--- src/design/isd_pkg.sv ---
package isd_pkg;

    localparam int VALUE_BITS_DEF = 31;
    localparam int N_FIELDS       = 7;
    localparam int FIELD_IDX_W    = $clog2(N_FIELDS);

    // ASCII characters that the grammar knows
    localparam logic [7:0] CH_ZERO  = 8'h30;
    localparam logic [7:0] CH_NINE  = 8'h39;
    localparam logic [7:0] CH_MINUS = 8'h2D;
    localparam logic [7:0] CH_DOT   = 8'h2E;
    localparam logic [7:0] CH_P     = 8'h50;
    localparam logic [7:0] CH_Y     = 8'h59;
    localparam logic [7:0] CH_M     = 8'h4D;
    localparam logic [7:0] CH_D     = 8'h44;
    localparam logic [7:0] CH_T     = 8'h54;
    localparam logic [7:0] CH_H     = 8'h48;
    localparam logic [7:0] CH_S     = 8'h53;

    // token kinds produced by the classifier
    localparam logic [3:0] TK_DIGIT = 4'd0;
    localparam logic [3:0] TK_MINUS = 4'd1;
    localparam logic [3:0] TK_P     = 4'd2;
    localparam logic [3:0] TK_Y     = 4'd3;
    localparam logic [3:0] TK_M     = 4'd4;
    localparam logic [3:0] TK_D     = 4'd5;
    localparam logic [3:0] TK_T     = 4'd6;
    localparam logic [3:0] TK_H     = 4'd7;
    localparam logic [3:0] TK_DOT   = 4'd8;
    localparam logic [3:0] TK_S     = 4'd9;
    localparam logic [3:0] TK_OTHER = 4'd10;

    // error codes
    localparam logic [1:0] ERR_NONE    = 2'd0;
    localparam logic [1:0] ERR_NO_P    = 2'd1;
    localparam logic [1:0] ERR_BAD_DES = 2'd2;
    localparam logic [1:0] ERR_NO_S    = 2'd3;

    // field slots
    localparam logic [FIELD_IDX_W-1:0] F_YEARS    = 3'd0;
    localparam logic [FIELD_IDX_W-1:0] F_MONTHS   = 3'd1;
    localparam logic [FIELD_IDX_W-1:0] F_DAYS     = 3'd2;
    localparam logic [FIELD_IDX_W-1:0] F_HOURS    = 3'd3;
    localparam logic [FIELD_IDX_W-1:0] F_MINUTES  = 3'd4;
    localparam logic [FIELD_IDX_W-1:0] F_SECONDS  = 3'd5;
    localparam logic [FIELD_IDX_W-1:0] F_FRACTION = 3'd6;

    typedef struct packed {
        logic [3:0] kind;
        logic [3:0] digit;
        logic       last;
    } isd_token_t;

endpackage

--- src/design/isd_if.sv ---
interface isd_byte_if;
    logic       valid;
    logic       ready;
    logic [7:0] char_code;
    logic       is_last;

    modport source (output valid, output char_code, output is_last, input ready);
    modport sink   (input valid, input char_code, input is_last, output ready);
endinterface

interface isd_result_if #(parameter int VALUE_BITS = 31);
    logic                  valid;
    logic                  ready;
    logic [1:0]            error_code;
    logic                  negative;
    logic [VALUE_BITS-1:0] years;
    logic [VALUE_BITS-1:0] months;
    logic [VALUE_BITS-1:0] days;
    logic [VALUE_BITS-1:0] hours;
    logic [VALUE_BITS-1:0] minutes;
    logic [VALUE_BITS-1:0] seconds;
    logic [VALUE_BITS-1:0] fraction_digits;

    modport source (output valid, output error_code, output negative, output years,
                    output months, output days, output hours, output minutes,
                    output seconds, output fraction_digits, input ready);
    modport sink   (input valid, input error_code, input negative, input years,
                    input months, input days, input hours, input minutes,
                    input seconds, input fraction_digits, output ready);
endinterface

--- src/design/iso_duration_string_parser.sv ---
// Path: a last byte goes through the token queue and then the output register, where its result shows valid.
// Throughput: one byte per cycle, set by the parse step in the back end;
//   a last byte waits only while the previous result sits untaken in the output register.
// Reset (rst_n low, asynchronous): queue emptied, parse state and field values cleared,
//   no result pending. Parse state and field values are also cleared after every last byte.
module iso_duration_string_parser
    import isd_pkg::*;
#(
    parameter int VALUE_BITS = VALUE_BITS_DEF
)
(
    input  logic          clk,
    input  logic          rst_n,
    isd_byte_if.sink      chars,
    isd_result_if.source  result
);

    // Front end: each byte transaction is classified into a token (digit value or
    // designator kind plus the last flag) and pushed into a two-entry queue.
    // Back end: pops one token per cycle, holding a last token while an untaken result
    // fills the output register, and runs the parse state machine, saturating the digit
    // accumulator and storing it at designators. The last token loads the output register,
    // which frees the back end to go on with the next string while the result waits to be taken.

    logic       tok_valid;
    logic       tok_ready;
    isd_token_t tok;

    isd_front u_front
    (
        .clk       (clk),
        .rst_n     (rst_n),
        .chars     (chars),
        .tok_valid (tok_valid),
        .tok_ready (tok_ready),
        .tok       (tok)
    );

    isd_back #(
        .VALUE_BITS (VALUE_BITS)
    ) u_back
    (
        .clk       (clk),
        .rst_n     (rst_n),
        .tok_valid (tok_valid),
        .tok_ready (tok_ready),
        .tok       (tok),
        .result    (result)
    );

endmodule

--- src/design/isd_front.sv ---
module isd_front
    import isd_pkg::*;
(
    input  logic          clk,
    input  logic          rst_n,
    isd_byte_if.sink      chars,
    output logic          tok_valid,
    input  logic          tok_ready,
    output isd_token_t    tok
);

    function automatic isd_token_t classify(input logic [7:0] c, input logic last);
        isd_token_t t;
        t.kind  = TK_OTHER;
        t.digit = 4'd0;
        t.last  = last;
        if (c inside {[CH_ZERO:CH_NINE]})
        begin
            t.kind  = TK_DIGIT;
            t.digit = 4'(c - CH_ZERO);
        end
        else
        begin
            case (c)
                CH_MINUS: t.kind = TK_MINUS;
                CH_P:     t.kind = TK_P;
                CH_Y:     t.kind = TK_Y;
                CH_M:     t.kind = TK_M;
                CH_D:     t.kind = TK_D;
                CH_T:     t.kind = TK_T;
                CH_H:     t.kind = TK_H;
                CH_DOT:   t.kind = TK_DOT;
                CH_S:     t.kind = TK_S;
                default:  t.kind = TK_OTHER;
            endcase
        end
        return t;
    endfunction

    // two-entry token queue
    isd_token_t  mem [2];
    logic        wr_ptr_reg, wr_ptr_next;
    logic        rd_ptr_reg, rd_ptr_next;
    logic [1:0]  count_reg, count_next;
    logic        push, pop;

    assign chars.ready = (count_reg != 2'd2);
    assign push        = chars.valid && chars.ready;
    assign tok_valid   = (count_reg != 2'd0);
    assign pop         = tok_valid && tok_ready;
    assign tok         = mem[rd_ptr_reg];

    always_comb
    begin
        wr_ptr_next = push ? ~wr_ptr_reg : wr_ptr_reg;
        rd_ptr_next = pop  ? ~rd_ptr_reg : rd_ptr_reg;
        count_next  = count_reg + {1'b0, push} - {1'b0, pop};
    end

    always_ff @(posedge clk)
    begin
        if (push)
        begin
            mem[wr_ptr_reg] <= classify(chars.char_code, chars.is_last);
        end
    end

    always_ff @(posedge clk or negedge rst_n)
    begin
        if (!rst_n)
        begin
            wr_ptr_reg <= 1'b0;
            rd_ptr_reg <= 1'b0;
            count_reg  <= 2'd0;
        end
        else
        begin
            wr_ptr_reg <= wr_ptr_next;
            rd_ptr_reg <= rd_ptr_next;
            count_reg  <= count_next;
        end
    end

endmodule

--- src/design/isd_back.sv ---
module isd_back
    import isd_pkg::*;
#(
    parameter int VALUE_BITS = VALUE_BITS_DEF
)
(
    input  logic          clk,
    input  logic          rst_n,
    input  logic          tok_valid,
    output logic          tok_ready,
    input  isd_token_t    tok,
    isd_result_if.source  result
);

    localparam logic [1:0] PH_START  = 2'd0;
    localparam logic [1:0] PH_WANT_P = 2'd1;
    localparam logic [1:0] PH_BODY   = 2'd2;
    localparam logic [1:0] PH_ERROR  = 2'd3;
    localparam int         PW        = VALUE_BITS + 4;
    localparam logic [PW-1:0] VMAX_W = {4'd0, {VALUE_BITS{1'b1}}};

    logic [1:0]            phase_reg, phase_next;
    logic                  tmark_reg, tmark_next;
    logic                  frac_reg, frac_next;
    logic                  sign_reg, sign_next;
    logic [1:0]            err_reg, err_next;
    logic [VALUE_BITS-1:0] acc_reg, acc_next;
    logic [VALUE_BITS-1:0] field_reg  [N_FIELDS];
    logic [VALUE_BITS-1:0] field_next [N_FIELDS];

    logic                  out_valid_reg;
    logic [1:0]            out_err_reg;
    logic                  out_neg_reg;
    logic [VALUE_BITS-1:0] out_field_reg [N_FIELDS];

    logic                  pop, load;
    logic [PW-1:0]         prod;
    logic [VALUE_BITS-1:0] acc_dig;
    logic                  store_en;
    logic [FIELD_IDX_W-1:0] store_idx;
    logic [1:0]            fin_err;

    // a non-last token never needs the output slot
    assign tok_ready = !tok.last || !out_valid_reg || result.ready;
    assign pop       = tok_valid && tok_ready;
    assign load      = pop && tok.last;

    // saturating acc*10 + d
    always_comb
    begin
        prod    = ({4'd0, acc_reg} << 3) + ({4'd0, acc_reg} << 1) + PW'(tok.digit);
        acc_dig = (prod > VMAX_W) ? {VALUE_BITS{1'b1}} : prod[VALUE_BITS-1:0];
    end

    always_comb
    begin
        phase_next = phase_reg;
        tmark_next = tmark_reg;
        frac_next  = frac_reg;
        sign_next  = sign_reg;
        err_next   = err_reg;
        acc_next   = acc_reg;
        store_en   = 1'b0;
        store_idx  = F_YEARS;
        fin_err    = ERR_NONE;
        field_next = field_reg;

        if (pop)
        begin
            case (phase_reg)
                PH_START:
                begin
                    if (tok.kind == TK_MINUS)
                    begin
                        sign_next  = 1'b1;
                        phase_next = PH_WANT_P;
                    end
                    else if (tok.kind == TK_P)
                        phase_next = PH_BODY;
                    else
                    begin
                        err_next   = ERR_NO_P;
                        phase_next = PH_ERROR;
                    end
                end
                PH_WANT_P:
                begin
                    if (tok.kind == TK_P)
                        phase_next = PH_BODY;
                    else
                    begin
                        err_next   = ERR_NO_P;
                        phase_next = PH_ERROR;
                    end
                end
                PH_BODY:
                begin
                    if (tok.kind == TK_DIGIT)
                        acc_next = acc_dig;
                    else if (frac_reg)
                    begin
                        if (tok.kind == TK_S)
                        begin
                            store_en  = 1'b1;
                            store_idx = F_FRACTION;
                            frac_next = 1'b0;
                        end
                        else
                        begin
                            err_next   = ERR_NO_S;
                            phase_next = PH_ERROR;
                        end
                    end
                    else if (!tmark_reg)
                    begin
                        case (tok.kind)
                            TK_Y:
                            begin
                                store_en  = 1'b1;
                                store_idx = F_YEARS;
                            end
                            TK_M:
                            begin
                                store_en  = 1'b1;
                                store_idx = F_MONTHS;
                            end
                            TK_D:
                            begin
                                store_en  = 1'b1;
                                store_idx = F_DAYS;
                            end
                            TK_T:
                            begin
                                acc_next   = '0;
                                tmark_next = 1'b1;
                            end
                            default:
                            begin
                                err_next   = ERR_BAD_DES;
                                phase_next = PH_ERROR;
                            end
                        endcase
                    end
                    else
                    begin
                        case (tok.kind)
                            TK_H:
                            begin
                                store_en  = 1'b1;
                                store_idx = F_HOURS;
                            end
                            TK_M:
                            begin
                                store_en  = 1'b1;
                                store_idx = F_MINUTES;
                            end
                            TK_S:
                            begin
                                store_en  = 1'b1;
                                store_idx = F_SECONDS;
                            end
                            TK_DOT:
                            begin
                                store_en  = 1'b1;
                                store_idx = F_SECONDS;
                                frac_next = 1'b1;
                            end
                            default:
                            begin
                                err_next   = ERR_BAD_DES;
                                phase_next = PH_ERROR;
                            end
                        endcase
                    end
                end
                default: ;
            endcase

            if (store_en)
            begin
                field_next[store_idx] = acc_reg;
                acc_next              = '0;
            end

            // end-of-string checks
            if (phase_next == PH_START || phase_next == PH_WANT_P)
                fin_err = ERR_NO_P;
            else if (phase_next == PH_BODY && frac_next)
                fin_err = ERR_NO_S;
            else if (phase_next == PH_ERROR)
                fin_err = err_next;
            else
                fin_err = ERR_NONE;
        end
    end

    always_ff @(posedge clk or negedge rst_n)
    begin
        if (!rst_n)
        begin
            phase_reg     <= PH_START;
            tmark_reg     <= 1'b0;
            frac_reg      <= 1'b0;
            sign_reg      <= 1'b0;
            err_reg       <= ERR_NONE;
            acc_reg       <= '0;
            out_valid_reg <= 1'b0;
            for (int i = 0; i < N_FIELDS; i++)
            begin
                field_reg[i] <= '0;
            end
        end
        else
        begin
            if (load)
            begin
                // string done: back to the reset state
                phase_reg <= PH_START;
                tmark_reg <= 1'b0;
                frac_reg  <= 1'b0;
                sign_reg  <= 1'b0;
                err_reg   <= ERR_NONE;
                acc_reg   <= '0;
                for (int i = 0; i < N_FIELDS; i++)
                begin
                    field_reg[i] <= '0;
                end
            end
            else
            begin
                phase_reg <= phase_next;
                tmark_reg <= tmark_next;
                frac_reg  <= frac_next;
                sign_reg  <= sign_next;
                err_reg   <= err_next;
                acc_reg   <= acc_next;
                field_reg <= field_next;
            end

            if (load)
                out_valid_reg <= 1'b1;
            else if (result.ready)
                out_valid_reg <= 1'b0;
        end
    end

    always_ff @(posedge clk)
    begin
        if (load)
        begin
            out_err_reg <= fin_err;
            out_neg_reg <= (fin_err == ERR_NONE) ? sign_next : 1'b0;
            for (int i = 0; i < N_FIELDS; i++)
            begin
                out_field_reg[i] <= (fin_err == ERR_NONE) ? field_next[i] : '0;
            end
        end
    end

    assign result.valid           = out_valid_reg;
    assign result.error_code      = out_err_reg;
    assign result.negative        = out_neg_reg;
    assign result.years           = out_field_reg[F_YEARS];
    assign result.months          = out_field_reg[F_MONTHS];
    assign result.days            = out_field_reg[F_DAYS];
    assign result.hours           = out_field_reg[F_HOURS];
    assign result.minutes         = out_field_reg[F_MINUTES];
    assign result.seconds         = out_field_reg[F_SECONDS];
    assign result.fraction_digits = out_field_reg[F_FRACTION];

endmodule

--- src/flat_wrapper.sv ---
// flat-port wrapper written by rule: the top's interface ports become plain ports
module iso_duration_string_parser_flat import isd_pkg::*;
#(
    parameter int VALUE_BITS = VALUE_BITS_DEF
)
  (clk, rst_n, chars_valid, chars_char_code, chars_is_last, chars_ready, result_valid, result_error_code, result_negative, result_years, result_months, result_days, result_hours, result_minutes, result_seconds, result_fraction_digits, result_ready);
  isd_byte_if chars_i ();
  isd_result_if #(.VALUE_BITS(VALUE_BITS)) result_i ();
  input  logic clk;
  input  logic rst_n;
  input wire logic [$bits(chars_i.valid)-1:0] chars_valid;
  input wire logic [$bits(chars_i.char_code)-1:0] chars_char_code;
  input wire logic [$bits(chars_i.is_last)-1:0] chars_is_last;
  output wire logic [$bits(chars_i.ready)-1:0] chars_ready;
  output wire logic [$bits(result_i.valid)-1:0] result_valid;
  output wire logic [$bits(result_i.error_code)-1:0] result_error_code;
  output wire logic [$bits(result_i.negative)-1:0] result_negative;
  output wire logic [$bits(result_i.years)-1:0] result_years;
  output wire logic [$bits(result_i.months)-1:0] result_months;
  output wire logic [$bits(result_i.days)-1:0] result_days;
  output wire logic [$bits(result_i.hours)-1:0] result_hours;
  output wire logic [$bits(result_i.minutes)-1:0] result_minutes;
  output wire logic [$bits(result_i.seconds)-1:0] result_seconds;
  output wire logic [$bits(result_i.fraction_digits)-1:0] result_fraction_digits;
  input wire logic [$bits(result_i.ready)-1:0] result_ready;
  assign chars_i.valid = chars_valid;
  assign chars_i.char_code = chars_char_code;
  assign chars_i.is_last = chars_is_last;
  assign chars_ready = chars_i.ready;
  assign result_valid = result_i.valid;
  assign result_error_code = result_i.error_code;
  assign result_negative = result_i.negative;
  assign result_years = result_i.years;
  assign result_months = result_i.months;
  assign result_days = result_i.days;
  assign result_hours = result_i.hours;
  assign result_minutes = result_i.minutes;
  assign result_seconds = result_i.seconds;
  assign result_fraction_digits = result_i.fraction_digits;
  assign result_i.ready = result_ready;
  iso_duration_string_parser #(.VALUE_BITS(VALUE_BITS)) u_core (.clk(clk), .rst_n(rst_n), .chars(chars_i), .result(result_i));
endmodule
--- config.mk ---
export PLATFORM = sky130hd
export DESIGN_NAME = iso_duration_string_parser_flat
export DESIGN_NICKNAME = d
export VERILOG_FILES = /design/src/design/isd_pkg.sv /design/src/design/isd_if.sv /design/src/design/iso_duration_string_parser.sv /design/src/design/isd_front.sv /design/src/design/isd_back.sv /design/src/flat_wrapper.sv
export SDC_FILE = /design/constraint.sdc
export NUM_CORES = 1
export LEC_CHECK = 0
export ABC_CLOCK_PERIOD_IN_PS = 8700
export BUFFER_PORTS_ARGS = -buffer_cell sky130_fd_sc_hd__buf_2
export CELL_PAD_IN_SITES_DETAIL_PLACEMENT = 1
export CELL_PAD_IN_SITES_GLOBAL_PLACEMENT = 1
export CORE_ASPECT_RATIO = 0.75
export CORE_MARGIN = 1.5
export CORE_UTILIZATION = 48
export CTS_BUF_LIST = sky130_fd_sc_hd__clkbuf_8 sky130_fd_sc_hd__clkbuf_16
export DETAILED_ROUTE_END_ITERATION = 7
export GPL_ROUTABILITY_DRIVEN = 1
export PLACE_DENSITY = 0.91
export SYNTH_ARGS = -nofsm -noshare
export SYNTH_HDL_FRONTEND = slang
export SYNTH_HIERARCHICAL = 1
export SYNTH_SLANG_ARGS = --single-unit
export TNS_END_PERCENT = 1
--- constraint.sdc ---
create_clock -name clk -period 8.7 [get_ports clk]
set_input_delay 0.435 -clock clk [delete_from_list [all_inputs] [get_ports clk]]
set_output_delay 0.435 -clock clk [all_outputs]
set_load 0.05 [all_outputs]
==> impl_metrics.csv <==
group,metric,value,unit
power,swShare,43.2,%
setup_path,cpMostUsedCell,"inv_1",
synthesis,syn_nets,1802,
hold_path,hp-class,"primary input to flip-flop",
setup_path,critPathArrivalTime,5.05,ns
global_route,antenna_found_initial,1,
die,initial_core_util,48.5,%
flow_run,maxCapViolations,0,
clocking,clockRootBuffer,"clkbuf_16",
power,p_sw,3.52,mW
synthesis,synth_seq_cells,498,
die,die_width,248,µm
sta,setup_violations,0,
die,dieHeight,187,µm
clocking,ctsResizeCount,0,
global_route,grt_use_total,25.5,%
power,combPwrFrac,34.7,%
cells_and_area,nNetsFinal,1984,
synthesis,ys_types,82,
die,num_rows,67,
outcome,run_status,"complete, but fails checks",
clocking,tritoncts,"done",
clocking,post-cts-setup-buffers,0,
sta,skew,0.0215,ns
routing,wire_per_inst,23.2,µm
die,dieArea,46300,µm²
synthesis,syn_avg_cell_area,12.5,µm²
setup_path,cp_top_family,"compound AO/OA/AOI/OAI gates",
place,hpwl,38000,µm
global_route,grt_pass1_vias,15300,
synthesis,seq_area_frac_synth,63.2,%
setup_path,critPathMaxFanout,18,
setup_path,critical_path_class,"flip-flop to flip-flop",
power,ir_drop,0.000330,V
global_route,grt_max_degree,197,
clocking,clk_pin_slew_worst_paths,0.06,ns
synthesis,async_flop_share,52.2,%
sta,rsz0062_at_grt,"no",
global_route,grt_pass1_wl,90100,µm
cells_and_area,finalCoreUtilization,55.5,%
cells_and_area,final_common_cell,"nor2_1",
setup_path,cp_num_buf_inv,3,
place,portBuffers,234,
routing,viasPerCell,5.67,
sta,slew_violations,0,
setup_path,slowest_delay,0.60,ns
routing,drt_iter0_drc,997,
synthesis,synth_area,21600,µm²
sta,finalCriticalPeriod,4.61,ns
outcome,violations,"DRC",
clocking,htree_levels,2,
synthesis,postSynthCellCount,1724,
clocking,clock_latency,0.57,ns
die,core_area,44500,µm²
cells_and_area,nFillCells,4522,
sta,worst_pin_slew,1.14,ns
power,seqPwrFrac,38.9,%
power,total_power,8.15,mW
clocking,clkSinkCount,498,
cells_and_area,drive_gt1_share,19.9,%
power,power_density,330,nW/µm²
setup_path,cp.required,9.14,ns
routing,vias,14400,
cells_and_area,final_cell_mix,"468 x nor2_1, 260 x dfrtp_1, 238 x edfxtp_1, 233 x buf_2, 219 x mux2i_1",
clocking,numCtsBuffers,49,
power,p_clk_share,26.4,%
clocking,cts.path.max_buffers,3,
routing,dr.pass1.iters,7,
power,p_leak,12.0,nW
cells_and_area,num_antenna_cells,0,
synthesis,synth_flop_cell,"dfrtp_1",
sta,slew_headroom,23.7,%
synthesis,ys_warn_count,6,
sta,timing.final.crit_share,53.0,%
global_route,overflow,0,
power,p_int,4.63,mW
sta,finalHoldViolations,0,
place,place.gp.congestion,0.900,
cells_and_area,syn_to_final_growth,14.4,%
die,io_pins,235,
routing,postRouteAntennaNets,0,
setup_path,crit_path_start_kind,"flip-flop",
setup_path,worst_setup_path_end_kind,"flip-flop",
setup_path,path_cells,"mux2_2 -> inv_1 -> fa_1 -> inv_1 -> ha_1 -> a211oi_1 -> o21ai_2 -> o2111ai_4 -> a31oi_4 -> nand3_1 -> and4_2 -> mux2i_1 -> a41oi_2 -> buf_4 -> a221o_1",
sta,setup_tns,0,ns
clocking,hold_buffers,1,
routing,drc_errors,19,
synthesis,synth_edf_count,238,
sta,clock.fmax,0.217,GHz
setup_path,slowest_stage,"fa_1",
routing,totalWireLength,58700,µm
-- synth_stat cells, types with 8 or more instances --
| library cell | number | area, µm² |
|---|---|---|
| a31oi_1 | 8 | 50.1 |
| buf_2 | 31 | 155 |
| buf_4 | 20 | 150 |
| mux2i_1 | 219 | 2190 |
| nand3_1 | 12 | 60.1 |
| edfxtp_1 | 238 | 7150 |
| nor2_1 | 468 | 1760 |
| clkbuf_1 | 61 | 229 |
| a21oi_1 | 36 | 180 |
| nand2_1 | 36 | 135 |
| dfrtp_1 | 260 | 6510 |
| inv_1 | 21 | 78.8 |
| xor2_1 | 18 | 158 |
| o21a_1 | 8 | 60.1 |
| ha_1 | 63 | 788 |
| a221o_1 | 30 | 300 |
| xnor2_1 | 18 | 158 |
| a21o_1 | 12 | 90.1 |
| nand2b_1 | 12 | 75.1 |
| mux2_2 | 9 | 101 |
| o21ai_0 | 17 | 85.1 |
-- kinds of logic (layout without fill, tap and decap cells) --
family                     after synthesis  in the layout  share of synthesized area, %
and+or+nand+nor                        587            587                          11.5
DFF                                    498            498                          63.2
muxes                                  228            228                          10.6
AOI/OAI and AO/OA                      165            165                          6.02
buffers and inverters                  144            366                          3.35
adders and majority gates               66             66                          3.88
xor gates and xnor gates                36             36                          1.46
-- routing by layer --
metal / vias to the layer above / track usage (%) / share of wire (%)
li1: 6369 / - / -
met1: 7389 / 33.4 / 41
met2: 478 / 43.3 / 50
met3: 116 / 3.61 / 5.2
met4: 2 / 8.53 / 3.1
met5: - / 0 / 0.022
-- metrics by stage --
step | cell area, µm² | hold WS (ns) | worst slack, ns | instances
after floorplan | 21600 | 0.139 | 0.741 | 1724
after global placement | 23100 | 0.419 | 4.36 | 2440
after detailed placement | 23100 | 0.428 | 4.14 | 2440
after CTS | 24700 | 0.0338 | 4.11 | 2532
after global routing | 24700 | 0.0443 | 3.87 | 2532
final | 24700 | 0.0596 | 4.09 | 2532
-- worst register-to-register path, cell delays in order, from the launching register on --
cell,delay (ns)
dfrtp_1,0.59
mux2_2,0.23
inv_1,0.05
fa_1,0.60
inv_1,0.06
ha_1,0.30
a211oi_1,0.40
o21ai_2,0.16
o2111ai_4,0.24
a31oi_4,0.17
nand3_1,0.11
and4_2,0.22
mux2i_1,0.24
a41oi_2,0.42
buf_4,0.37
a221o_1,0.31
-- worst paths after layout --
check / from / end / slack, ns / depth (start not counted)
setup reg to reg: u_core/u_front/rd_ptr_reg$_DFFE_PN0P_ / u_core/u_back/acc_reg[9]$_DFFE_PN0P_ / 4.09 / 15
hold / removal: chars_is_last / u_core/u_front/mem[1][0]$_DFFE_PP_ / 0.06 / 1
hold reg to reg: u_core/u_back/err_reg[1]$_DFFE_PN0N_ / u_core/u_back/err_reg[1]$_DFFE_PN0N_ / 0.51 / 1
max in group asynchronous: rst_n / u_core/u_back/field_reg[142]$_DFF_PN0_ / 6.12 / 4
min in group asynchronous: rst_n / u_core/u_back/field_reg[3]$_DFF_PN0_ / 0.40 / 2
setup / recovery: u_core/u_front/rd_ptr_reg$_DFFE_PN0P_ / u_core/u_back/acc_reg[9]$_DFFE_PN0P_ / 4.09 / 15
-- power by group through the flow --
stage	clock (mW)	sequential, mW	combinational, mW
2_1_floorplan	0	4.39	1.10
5_1_grt	2.28	3.20	2.98
6_report	2.15	3.17	2.83
4_1_cts	2.19	3.17	2.84
3_3_place_gp	0	3.19	2.77
3_5_place_dp	0	3.21	2.84
-- final cells by class --
type / instances / area, µm² / area share, %
Tap cell: 586 / 733 / 2.97
Sequential cell: 498 / 13700 / 55.2
Multi-Input combinational cell: 1082 / 7290 / 29.5
Timing Repair Buffer: 254 / 1350 / 5.45
Clock buffer: 53 / 1280 / 5.18
Clock inverter: 38 / 335 / 1.36
Inverter: 21 / 78.8 / 0.319
Power figures use the tool's default switching activity.
